<file path="src/hdl/htp_pkg.sv">
// Package: shared constants, codes and types of the request-target parser.
`timescale 1ns / 1ps
package htp_pkg;

	localparam int NAME_CAPACITY = 128;
	localparam int CNT_W = $clog2(NAME_CAPACITY);
	localparam int LEN_W = 7;
	localparam int SAT_W = (CNT_W > LEN_W) ? CNT_W : LEN_W;
	localparam logic [CNT_W-1:0] CNT_LIMIT = CNT_W'(NAME_CAPACITY - 1);
	localparam logic [CNT_W-1:0] CNT_ONE = CNT_W'(1);
	localparam logic [SAT_W-1:0] LEN_MAX = SAT_W'((1 << LEN_W) - 1);

	localparam logic [7:0] CH_NUL = 8'h00;
	localparam logic [7:0] CH_LF = 8'h0A;
	localparam logic [7:0] CH_CR = 8'h0D;
	localparam logic [7:0] CH_SPACE = 8'h20;
	localparam logic [7:0] CH_DOT = 8'h2E;
	localparam logic [7:0] CH_SLASH = 8'h2F;
	localparam logic [7:0] CH_QUEST = 8'h3F;
	localparam logic [7:0] CH_BSLASH = 8'h5C;

	localparam logic [1:0] PH_METHOD = 2'd0;
	localparam logic [1:0] PH_SPACES = 2'd1;
	localparam logic [1:0] PH_PATH = 2'd2;
	localparam logic [1:0] PH_DONE = 2'd3;

	localparam logic [1:0] V_ROOT = 2'd0;
	localparam logic [1:0] V_FILE = 2'd1;
	localparam logic [1:0] V_UNSAFE = 2'd2;
	localparam logic [1:0] V_MALFORMED = 2'd3;

	typedef struct packed {
		logic [1:0] phase;
		logic prev_dot;
		logic unsafe_seen;
		logic [CNT_W-1:0] count;
	} parse_state_t;

	typedef struct packed {
		logic path_valid;
		logic [7:0] path_char;
		logic verdict_valid;
		logic [1:0] verdict;
		logic [LEN_W-1:0] path_length;
		logic request_end;
	} parse_result_t;

	localparam parse_state_t STATE_RESET = '{
		phase: PH_METHOD, prev_dot: 1'b0, unsafe_seen: 1'b0, count: '0
	};

endpackage

</file>
<file path="src/hdl/htp_if.sv">
// Interfaces: request byte channel and parse result channel.
`timescale 1ns / 1ps
interface htp_req_if;
	logic valid;
	logic ready;
	logic [7:0] request_byte;
	logic last_byte;

	modport source(output valid, request_byte, last_byte, input ready);
	modport sink(input valid, request_byte, last_byte, output ready);
endinterface

interface htp_res_if;
	logic valid;
	logic ready;
	logic path_valid;
	logic [7:0] path_char;
	logic verdict_valid;
	logic [1:0] verdict;
	logic [6:0] path_length;
	logic request_end;

	modport source(output valid, path_valid, path_char, verdict_valid, verdict,
		path_length, request_end, input ready);
	modport sink(input valid, path_valid, path_char, verdict_valid, verdict,
		path_length, request_end, output ready);
endinterface

</file>
<file path="src/hdl/http_request_target_parse_unit.sv">
// Top level: input stage, parse core and result register of the request-target parser.
// Flow: an accepted byte waits in the input stage; its core result loads the result register.
// Throughput: one request byte per cycle while results drain; a waiting result stalls a full
// input stage, which advances whenever the result register can take data.
// Reset: arst_n clears the valid flags and the parse state (method phase, count zero).
`timescale 1ns / 1ps
module http_request_target_parse_unit
	import htp_pkg::*;
(
	input  logic       clk,
	input  logic       arst_n,
	htp_req_if.sink    req,
	htp_res_if.source  res
);

	// input stage
	logic       valid_s1;
	logic [7:0] byte_s1;
	logic       last_s1;

	// result register
	logic          res_valid_q;
	parse_result_t res_q;

	parse_result_t core_res;
	logic          out_free;
	logic          advance;

	// advance when the result register is empty or being drained this cycle
	assign out_free = !res_valid_q || res.ready;
	assign advance = valid_s1 && out_free;
	assign req.ready = !valid_s1 || out_free;

	always_ff @(posedge clk or negedge arst_n) begin
		if (!arst_n) begin
			valid_s1 <= 1'b0;
		end else if (req.ready) begin
			valid_s1 <= req.valid;
		end
	end

	// hold the payload while stalled; load on every accepted request
	always_ff @(posedge clk) begin
		if (req.valid && req.ready) begin
			byte_s1 <= req.request_byte;
			last_s1 <= req.last_byte;
		end
	end

	htp_core u_core (
		.clk          (clk),
		.arst_n       (arst_n),
		.advance      (advance),
		.request_byte (byte_s1),
		.last_byte    (last_s1),
		.result       (core_res)
	);

	always_ff @(posedge clk or negedge arst_n) begin
		if (!arst_n) begin
			res_valid_q <= 1'b0;
		end else if (out_free) begin
			res_valid_q <= valid_s1;
		end
	end

	always_ff @(posedge clk) begin
		if (advance) begin
			res_q <= core_res;
		end
	end

	assign res.valid = res_valid_q;
	assign res.path_valid = res_q.path_valid;
	assign res.path_char = res_q.path_char;
	assign res.verdict_valid = res_q.verdict_valid;
	assign res.verdict = res_q.verdict;
	assign res.path_length = res_q.path_length;
	assign res.request_end = res_q.request_end;

	a_stall_holds: assert property (@(posedge clk) disable iff (!arst_n)
		valid_s1 && !out_free |=> valid_s1 && $stable(byte_s1) && $stable(last_s1))
		else $error("input stage lost a stalled request");

	a_advance_fills: assert property (@(posedge clk) disable iff (!arst_n)
		advance |=> res_valid_q)
		else $error("result register not loaded");

	a_path_counted: assert property (@(posedge clk) disable iff (!arst_n)
		res_valid_q && res_q.path_valid |-> res_q.path_length != '0)
		else $error("path character with zero length");

endmodule

</file>
<file path="src/hdl/htp_core.sv">
// Parse core: per-request state registers and the single-byte step logic.
`timescale 1ns / 1ps
module htp_core
	import htp_pkg::*;
(
	input  logic          clk,
	input  logic          arst_n,
	input  logic          advance,
	input  logic [7:0]    request_byte,
	input  logic          last_byte,
	output parse_result_t result
);

	parse_state_t st_q;
	parse_state_t st_nx;
	parse_result_t res;
	logic do_copy;
	logic end_path;
	logic malformed;
	logic [CNT_W-1:0] cnt_inc;
	logic [1:0] path_verdict;
	logic [SAT_W-1:0] cnt_ext;

	assign cnt_inc = st_q.count + CNT_ONE;

	always_comb begin
		st_nx = st_q;
		do_copy = 1'b0;
		end_path = 1'b0;
		malformed = 1'b0;
		case (st_q.phase)
			PH_METHOD: begin
				if (request_byte == CH_NUL) begin
					malformed = 1'b1;
				end else if (request_byte == CH_SPACE) begin
					st_nx.phase = PH_SPACES;
				end
			end
			PH_SPACES: begin
				if (request_byte == CH_SLASH) begin
					st_nx.phase = PH_PATH;
					st_nx.prev_dot = 1'b0;
					do_copy = 1'b1;
				end else if (request_byte != CH_SPACE) begin
					malformed = 1'b1;
				end
			end
			PH_PATH: begin
				if (request_byte inside {CH_NUL, CH_SPACE, CH_QUEST, CH_CR, CH_LF}) begin
					end_path = 1'b1;
				end else begin
					if (request_byte == CH_SLASH || request_byte == CH_BSLASH ||
						(request_byte == CH_DOT && st_q.prev_dot)) begin
						st_nx.unsafe_seen = 1'b1;
					end
					st_nx.prev_dot = (request_byte == CH_DOT);
					do_copy = 1'b1;
				end
			end
			default: begin
			end
		endcase

		if (do_copy) begin
			st_nx.count = cnt_inc;
			if (cnt_inc >= CNT_LIMIT) begin
				end_path = 1'b1;
			end
		end

		// final byte closes whatever is still open
		if (last_byte && !malformed && !end_path) begin
			if (st_nx.phase == PH_PATH) begin
				end_path = 1'b1;
			end else if (st_nx.phase != PH_DONE) begin
				malformed = 1'b1;
			end
		end

		if (st_nx.count == CNT_ONE) begin
			path_verdict = V_ROOT;
		end else if (st_nx.unsafe_seen) begin
			path_verdict = V_UNSAFE;
		end else begin
			path_verdict = V_FILE;
		end

		cnt_ext = SAT_W'(st_nx.count);

		res.path_valid = do_copy;
		res.path_char = do_copy ? request_byte : 8'h00;
		res.verdict_valid = malformed | end_path;
		res.verdict = malformed ? V_MALFORMED : (end_path ? path_verdict : V_ROOT);
		res.path_length = (cnt_ext > LEN_MAX) ? LEN_MAX[LEN_W-1:0] : cnt_ext[LEN_W-1:0];
		res.request_end = last_byte;

		if (malformed || end_path) begin
			st_nx.phase = PH_DONE;
		end
		if (last_byte) begin
			st_nx = STATE_RESET;
		end
	end

	assign result = res;

	always_ff @(posedge clk or negedge arst_n) begin
		if (!arst_n) begin
			st_q <= STATE_RESET;
		end else if (advance) begin
			st_q <= st_nx;
		end
	end

	a_done_silent: assert property (@(posedge clk) disable iff (!arst_n)
		st_q.phase == PH_DONE |-> !res.path_valid && !res.verdict_valid)
		else $error("output after verdict");

	a_count_bound: assert property (@(posedge clk) disable iff (!arst_n)
		st_q.count <= CNT_LIMIT)
		else $error("copy count beyond limit");

	a_last_resets: assert property (@(posedge clk) disable iff (!arst_n)
		advance && last_byte |=> st_q.phase == PH_METHOD && st_q.count == '0)
		else $error("state not cleared after final byte");

	a_verdict_done: assert property (@(posedge clk) disable iff (!arst_n)
		advance && res.verdict_valid && !last_byte |=> st_q.phase == PH_DONE)
		else $error("verdict without entering done phase");

endmodule
</file>
<file path="src/flat_wrapper.sv">
// flat-port wrapper written by rule: the top's interface ports become plain ports
module http_request_target_parse_unit_flat import htp_pkg::*;
  (clk, arst_n, req_valid, req_request_byte, req_last_byte, req_ready, res_valid, res_path_valid, res_path_char, res_verdict_valid, res_verdict, res_path_length, res_request_end, res_ready);
  htp_req_if req_i ();
  htp_res_if res_i ();
  input  logic clk;
  input  logic arst_n;
  input wire logic [$bits(req_i.valid)-1:0] req_valid;
  input wire logic [$bits(req_i.request_byte)-1:0] req_request_byte;
  input wire logic [$bits(req_i.last_byte)-1:0] req_last_byte;
  output wire logic [$bits(req_i.ready)-1:0] req_ready;
  output wire logic [$bits(res_i.valid)-1:0] res_valid;
  output wire logic [$bits(res_i.path_valid)-1:0] res_path_valid;
  output wire logic [$bits(res_i.path_char)-1:0] res_path_char;
  output wire logic [$bits(res_i.verdict_valid)-1:0] res_verdict_valid;
  output wire logic [$bits(res_i.verdict)-1:0] res_verdict;
  output wire logic [$bits(res_i.path_length)-1:0] res_path_length;
  output wire logic [$bits(res_i.request_end)-1:0] res_request_end;
  input wire logic [$bits(res_i.ready)-1:0] res_ready;
  assign req_i.valid = req_valid;
  assign req_i.request_byte = req_request_byte;
  assign req_i.last_byte = req_last_byte;
  assign req_ready = req_i.ready;
  assign res_valid = res_i.valid;
  assign res_path_valid = res_i.path_valid;
  assign res_path_char = res_i.path_char;
  assign res_verdict_valid = res_i.verdict_valid;
  assign res_verdict = res_i.verdict;
  assign res_path_length = res_i.path_length;
  assign res_request_end = res_i.request_end;
  assign res_i.ready = res_ready;
  http_request_target_parse_unit u_core (.clk(clk), .arst_n(arst_n), .req(req_i), .res(res_i));
endmodule
</file>
<file path="config.mk">
export PLATFORM = sky130hd
export DESIGN_NAME = http_request_target_parse_unit_flat
export DESIGN_NICKNAME = d
export VERILOG_FILES = /design/src/hdl/htp_pkg.sv /design/src/hdl/htp_if.sv /design/src/hdl/http_request_target_parse_unit.sv /design/src/hdl/htp_core.sv /design/src/flat_wrapper.sv
export SDC_FILE = /design/constraint.sdc
export NUM_CORES = 1
export LEC_CHECK = 0
export BUFFER_PORTS_ARGS = -buffer_cell sky130_fd_sc_hd__buf_2
export CAP_MARGIN = 25
export CORE_ASPECT_RATIO = 1.75
export CORE_UTILIZATION = 41
export CTS_CLUSTER_SIZE = 24
export DETAILED_ROUTE_END_ITERATION = 10
export HOLD_SLACK_MARGIN = 0.03
export PLACE_DENSITY = 0.6
export SLEW_MARGIN = 15
export SYNTH_ARGS = -nofsm -noshare
export SYNTH_HDL_FRONTEND = slang
export SYNTH_SLANG_ARGS = --single-unit
</file>
<file path="constraint.sdc">
create_clock -name clk -period 2.7 [get_ports clk]
set_clock_uncertainty 0.15 [all_clocks]
set_input_delay 0.135 -clock clk [delete_from_list [all_inputs] [get_ports clk]]
set_output_delay 0.135 -clock clk [all_outputs]
set_load 0.05 [all_outputs]
</file>
=== Word-level counts from Yosys, hierarchy flattened ===
Index checks and enable logic that the tools add are counted.

* Flip-flop bits (word level): 42
* Input bits: 13
* Output and inout bits: 22
* Logic and storage cells: 82

* Add/subtract/negate cells: 1
* $lt $le $gt $ge: 2
* Eq/ne operators: 15
* Mux-type cells: 30
* Bitwise logic cells: 1
* Reduce and logical (&&, ||, !) cells: 19

{| class="wikitable"
|+ Operator list
! kind !! count
|-
| 8-bit by 6-bit == test with 1-bit output (second input constant) || 4
|-
| 8-bit by 4-bit == test with 1-bit output (second input constant) || 2
|-
| 1-bit 2-to-1 mux || 16
|-
| 2-bit 2-to-1 mux || 7
|-
| 11-bit 2-to-1 mux || 1
|-
| 8-bit by 7-bit == test with 1-bit output (second input constant) || 1
|-
| 8-bit zero test || 1
|-
| 8-bit by 6-bit inequality test with 1-bit output (second input constant) || 1
|-
| 7-bit by 1-bit adder with 7-bit output (second input constant) || 1
|-
| 7-bit by 1-bit == test with 1-bit output (second input constant) || 1
|-
| 7-bit >= comparator (second input constant) || 1
|-
| 7-bit greater-than comparator (second input constant) || 1
|-
| 7-bit 2-to-1 mux || 1
|-
| 3-bit by 2-bit inequality test with 1-bit output (second input constant) || 2
|-
| 1-bit one-hot mux with 2 select lines || 3
|-
| 1-bit logical AND || 5
|-
| 1-bit logical OR || 5
|-
| 5-bit nonzero test || 1
|-
| 2-bit == test (second input constant) || 2
|-
| 1-bit zero test || 4
|-
| 2-bit one-hot mux with 2 select lines || 1
|-
| 4-bit AND reduction || 1
|-
| 3-bit 2-to-1 mux || 1
|-
| 3-bit nonzero test || 1
|-
| other kinds (4) || 4
|}

=== Longest topological paths before layout ===
* Depth after elaboration: 12
* Gate-level depth with buffers: 9
* Gate-level depth less buffers: 8

=== Modules after synthesis ===
Synthesis repeated with hierarchy kept, for this count alone.

* Cells, all modules: 199
* Area total of the unflattened synthesis: 2348.5 µm²

{| class="wikitable"
|+ By module, submodules not included
! module !! instances !! cells each !! area each (µm²) !! sequential area each (µm²)
|-
| htp_core || 1 || 162 || 1373.8 || 275.3
|-
| http_request_target_parse_unit || 1 || 37 || 974.7 || 920.9
|}

=== Worst setup path after synthesis ===
No wires, ideal clock.

* Path kind: reg-to-reg
* Start point: register u_core.res_valid_q, in the netlist u_core.res.valid
* End point: register u_core.u_core.st_q[8] in the netlist's numbering
* Library setup time: 142 ps
* Arrival: 2175 ps
* Required time: 2408 ps
* Slack: 233 ps
* Cell stages (with the launch flop): 8
* Path buffers: 0
* Period minus slack after synthesis: 2467 ps
* Cell sequence: dfrtp_1 > nand2b_1 > nand2_1 > clkinv_1 > nand4_1 > o22ai_1 > a22oi_1 > o22ai_1

* Word-level cells in the longest chain between the ends: 4

{| class="wikitable"
|+ Ends and longest elaborated chain
! element !! RTL line !! text
|-
| start: declaration || http_request_target_parse_unit.sv:22 || <nowiki>logic res_valid_q;</nowiki>
|-
| start signal: assignment || http_request_target_parse_unit.sv:63 || <nowiki>res_valid_q <= valid_s1;</nowiki>
|-
| 1-bit zero test || http_request_target_parse_unit.sv:30 || <nowiki>assign out_free = !res_valid_q || res.ready;</nowiki>
|-
| 1-bit logical OR || http_request_target_parse_unit.sv:30 ||
|-
| 1-bit logical AND || http_request_target_parse_unit.sv:31 || <nowiki>assign advance = valid_s1 && out_free;</nowiki>
|-
| net u_core.advance || http_request_target_parse_unit.sv:27 || <nowiki>logic advance;</nowiki>
|-
| 4-bit AND reduction (no source line) || -- ||
|-
| end signal: assignment || htp_core.sv:111 || <nowiki>st_q <= st_nx;</nowiki>
|-
| end: declaration || htp_core.sv:14 || <nowiki>parse_state_t st_q;</nowiki>
|}

The timed path passes the listed nets, and every way through them passes these cells.
A chain may end at the register's enable or synchronous reset.

=== Worst setup path in the final report ===
* Start point: register u_core.byte_s1[4]
* End point: register u_core.res_q, in the netlist u_core.res.path_length[4] (data pin)

* Word-level cells in the longest chain between the ends: 6
* Elaborated cells on any way between the ends: 12
* Those cells by class: 1 x order compare; 5 x eq/ne; 4 x mux; 2 x reduce/logical

{| class="wikitable"
|+ Ends and longest elaborated chain
! element !! RTL line !! text
|-
| start: declaration || http_request_target_parse_unit.sv:18 || <nowiki>logic [7:0] byte_s1;</nowiki>
|-
| start signal: assignment || http_request_target_parse_unit.sv:45 || <nowiki>byte_s1 <= req.request_byte;</nowiki>
|-
| 8-bit by 6-bit == test with 1-bit output, or another cell as far along || htp_core.sv:49 || <nowiki>if (request_byte inside {CH_NUL, CH_SPACE, CH_QUEST, CH_CR, CH_LF}) begin</nowiki>
|-
| 5-bit nonzero test || htp_core.sv:49 ||
|-
| 1-bit 2-to-1 mux || htp_core.sv:49 ||
|-
| 1-bit one-hot mux with 2 select lines (*) || htp_core.sv:31 || <nowiki>case (st_q.phase)</nowiki>
|-
| 7-bit 2-to-1 mux (*) || htp_core.sv:64 || <nowiki>if (do_copy) begin</nowiki>
|-
| 7-bit greater-than comparator || htp_core.sv:94 || <nowiki>res.path_length = (cnt_ext > LEN_MAX) ? LEN_MAX[LEN_W-1:0] : cnt_ext[LEN_W-1:0];</nowiki>
|-
| end signal: assignment || http_request_target_parse_unit.sv:69 || <nowiki>res_q <= core_res;</nowiki>
|-
| end: declaration || http_request_target_parse_unit.sv:23 || <nowiki>parse_result_t res_q;</nowiki>
|}

Mark *: on every way between the ends. The rest lies on a longest branch, timed or not.

==> metrics.txt <==
Synth cell types=54; fin util=0.5351; FMAX=394.4 MHz; top cell type's share of synthesized area=0.3810; Period Utilization, post-route=0.9390; initial antenna violation count=0; CTS H-tree lvls=2; post-route ant nets=0; CTS root buf=clkbuf_8; proportion of synthesized chip area in sequential cells=0.5233; ys flop type=edfxtp_1; Yosys warning total=0; Clock Tree Buf Depth=2; vias post-DR=1818; Worst setup EP type=flop; power share of the combinational group=0.365; Final TNS setup=0 ps; Core ar.=5299 um^2; most frequent cells in the layout=buf_2 (34), edfxtp_1 (29), o21ai_0 (17); Leakage=0.001131 uW; Area contributors post-synth=edfxtp_1 (38%), dfrtp_1 (14%), o21ai_0 (3.9%); TritonCTS clock tree=yes; Die X=58.45 um; # IOs=35; most common cell after layout, fill and taps aside=buf_2; sw frac=0.3673; insertion delay of the later-clocked pin in the worst-skew pair=290 ps; Max Cap Viol=0; Pre-Repair DR Iteration Count=4; WP data required=2600 ps; P_sw=791.2 uW; largest stage delay on the critical path=510 ps; Filler cells=472; Final Hold Fails=0; CP Data Arrival Time=2430 ps; DIE AREA=5890 um^2; clock share of power=0.226; Rows=35; min Tclk post-route=2535 ps; vias in the first global route=1779; initial core utilization=0.4314; FF+latch count, synth=42; ratio of cells with drive above 1 in the final layout=0.2395; routed wire length=5.052 mm; sequential share of power=0.409; Power Total=2154 uW; Global Route Usage Sum=0.1893; Worst Hold Slack=124.2 ps; syn avg cell area=11.10 um^2; Num Clock Sinks=42; PwrDens=759.6 nW/um^2; Worst-Margin Slew=451.0 ps; ys async rst share=0.3095; worst path cell trace=nor4b_2 -> and3_1 -> o21a_1 -> and2_1 -> nand3_2 -> xnor2_1; RSZ-0062 raised after global routing=no; maximum fanout along the worst path=9; via/cell ratio=5.395; Port Buffers=34; largest net degree at the start of global routing=20; CTS Buf Count=5; area leader, netlist=edfxtp_1; status=complete, no violations; crit path launch type=flop; drt wl/cell=14.99 um; Residual DRC=0; Slew HR=0.6986; Post-synth EDFFs=29; Pint=1363 uW; global-route wire length before repair=8.376 mm; P&R area growth vs syn=24.03%; gr ovfl total=0; synthesized area=2286 um^2; Initial DRC Count=50; ant diodes=0; nets@finish=281; VDD IR max=0.4470 mV; Slowest-stage cell, CP=nor4b_2; Slew Viols, Final=0; Min-Delay Path Class=input port to async pin; HPWL Detailed=3.614 mm; Mapped Cells=206; setup bufs post-CTS=0; Routability Congestion=0.8184; Die Y=100.8 um; CP Class=flop to flop; clk slew on worst S/H paths=80 ps; count of final setup violators=0; Syn Nets=225
==> power by group through the flow <==
stage               Combinational [uW]  Sequential (uW)  Clock [uW]
detailed placement                 768              895           0
finish                             787              880         487
floorplan                          410             1060           0
global route                       864              894         522
CTS                                788              881         504
global placement                   770              891           0
==> final cells by class <==
class	count	area (um^2)	share of cell area
Clock inverter	3	40.04	0.01412
Clock buffer	5	68.82	0.02427
Multi-Input combinational cell	148	1021	0.3601
Timing Repair Buffer	60	397.9	0.1403
Inverter	5	18.77	0.006620
Tap cell	74	92.59	0.03266
Sequential cell	42	1196	0.4219
==> cells by family after synthesis <==
kind of cell               synth area share
AOI/OAI and AO/OA                    0.1686
xor gates and xnor gates            0.02299
adders and majority gates           0.03284
buffers and inverters               0.03010
DFF                                  0.5233
muxes                              0.004379
and+or+nand+nor                      0.2178
==> critical path: cells and delay by family (launching register included) <==
kind | cells | cell delay (ps)
AO/OA/AOI/OAI | 1 | 330
XOR/XNOR | 1 | 160
flip-flops | 1 | 490
AND/OR/NAND/NOR | 4 | 1170
==> through the flow <==
stage          worst slack (ps)  cell area [um^2]  cells
6_report                  164.8              2835    337
5_1_grt                   51.03              2835    337
4_1_cts                   145.1              2835    337
3_5_place_dp              160.0              2596    316
3_3_place_gp              207.3              2596    316
2_1_floorplan             232.9              2286    206
==> cell usage after synthesis, types with 3 or more instances <==
cell and instances:
edfxtp_1 29, o21ai_0 18, dfrtp_1 13, and3_1 12, nand2_1 11, nor2_1 9, and2_1 7, nand2b_1 7
a21oi_1 6, ha_1 6, xnor2_1 6, a41oi_1 4, buf_2 4, clkbuf_1 4, inv_1 4, nand3_2 4
nand3b_1 4, nand4_1 4, o211ai_1 4, o31ai_1 4, nand3_1 3, nor3_1 3, o22ai_1 3
==> metal layers <==
layer  vias to the layer above  share of wire  track usage
met5                         -              0            0
li1                        896              -            -
met4                         0          0.025      0.09890
met3                         9          0.023      0.03081
met1                       880           0.40       0.2090
met2                        33           0.55       0.3386
==> registers in the layout (all words and copies together) (netlist names) <==
name and cells:
u_core.res.valid 1, u_core.res.path_valid 1, u_core.valid_s1 1, u_core.res.path_char 8
u_core.res.verdict 2, u_core.u_core.st_q 11, u_core.res.verdict_valid 1, u_core.byte_s1 8
u_core.last_s1 1, u_core.res.path_length 7, u_core.res.request_end 1
==> final timing paths <==
kind	depth (start not counted)	start	slack, ps	to
max	6	u_core.byte_s1[4]	160	u_core.res.path_length[4]
max in group asynchronous	2	arst_n	2020	u_core.u_core.st_q[4]
min in group clk	1	u_core.valid_s1	350	u_core.res.valid
min	2	arst_n	120	u_core.u_core.st_q[10]
min reg2reg	1	u_core.valid_s1	350	u_core.res.valid
max reg2reg	6	u_core.byte_s1[4]	160	u_core.res.path_length[4]
==> timing repair <==
item | CTS | global route
endpoints found under the hold margin | 24 | 0
hold buffers | 13 | 0
gates resized for setup | 0 | 1
endpoints found under the setup margin | 0 | 2
Note: power is estimated with default switching activity, not from simulation.
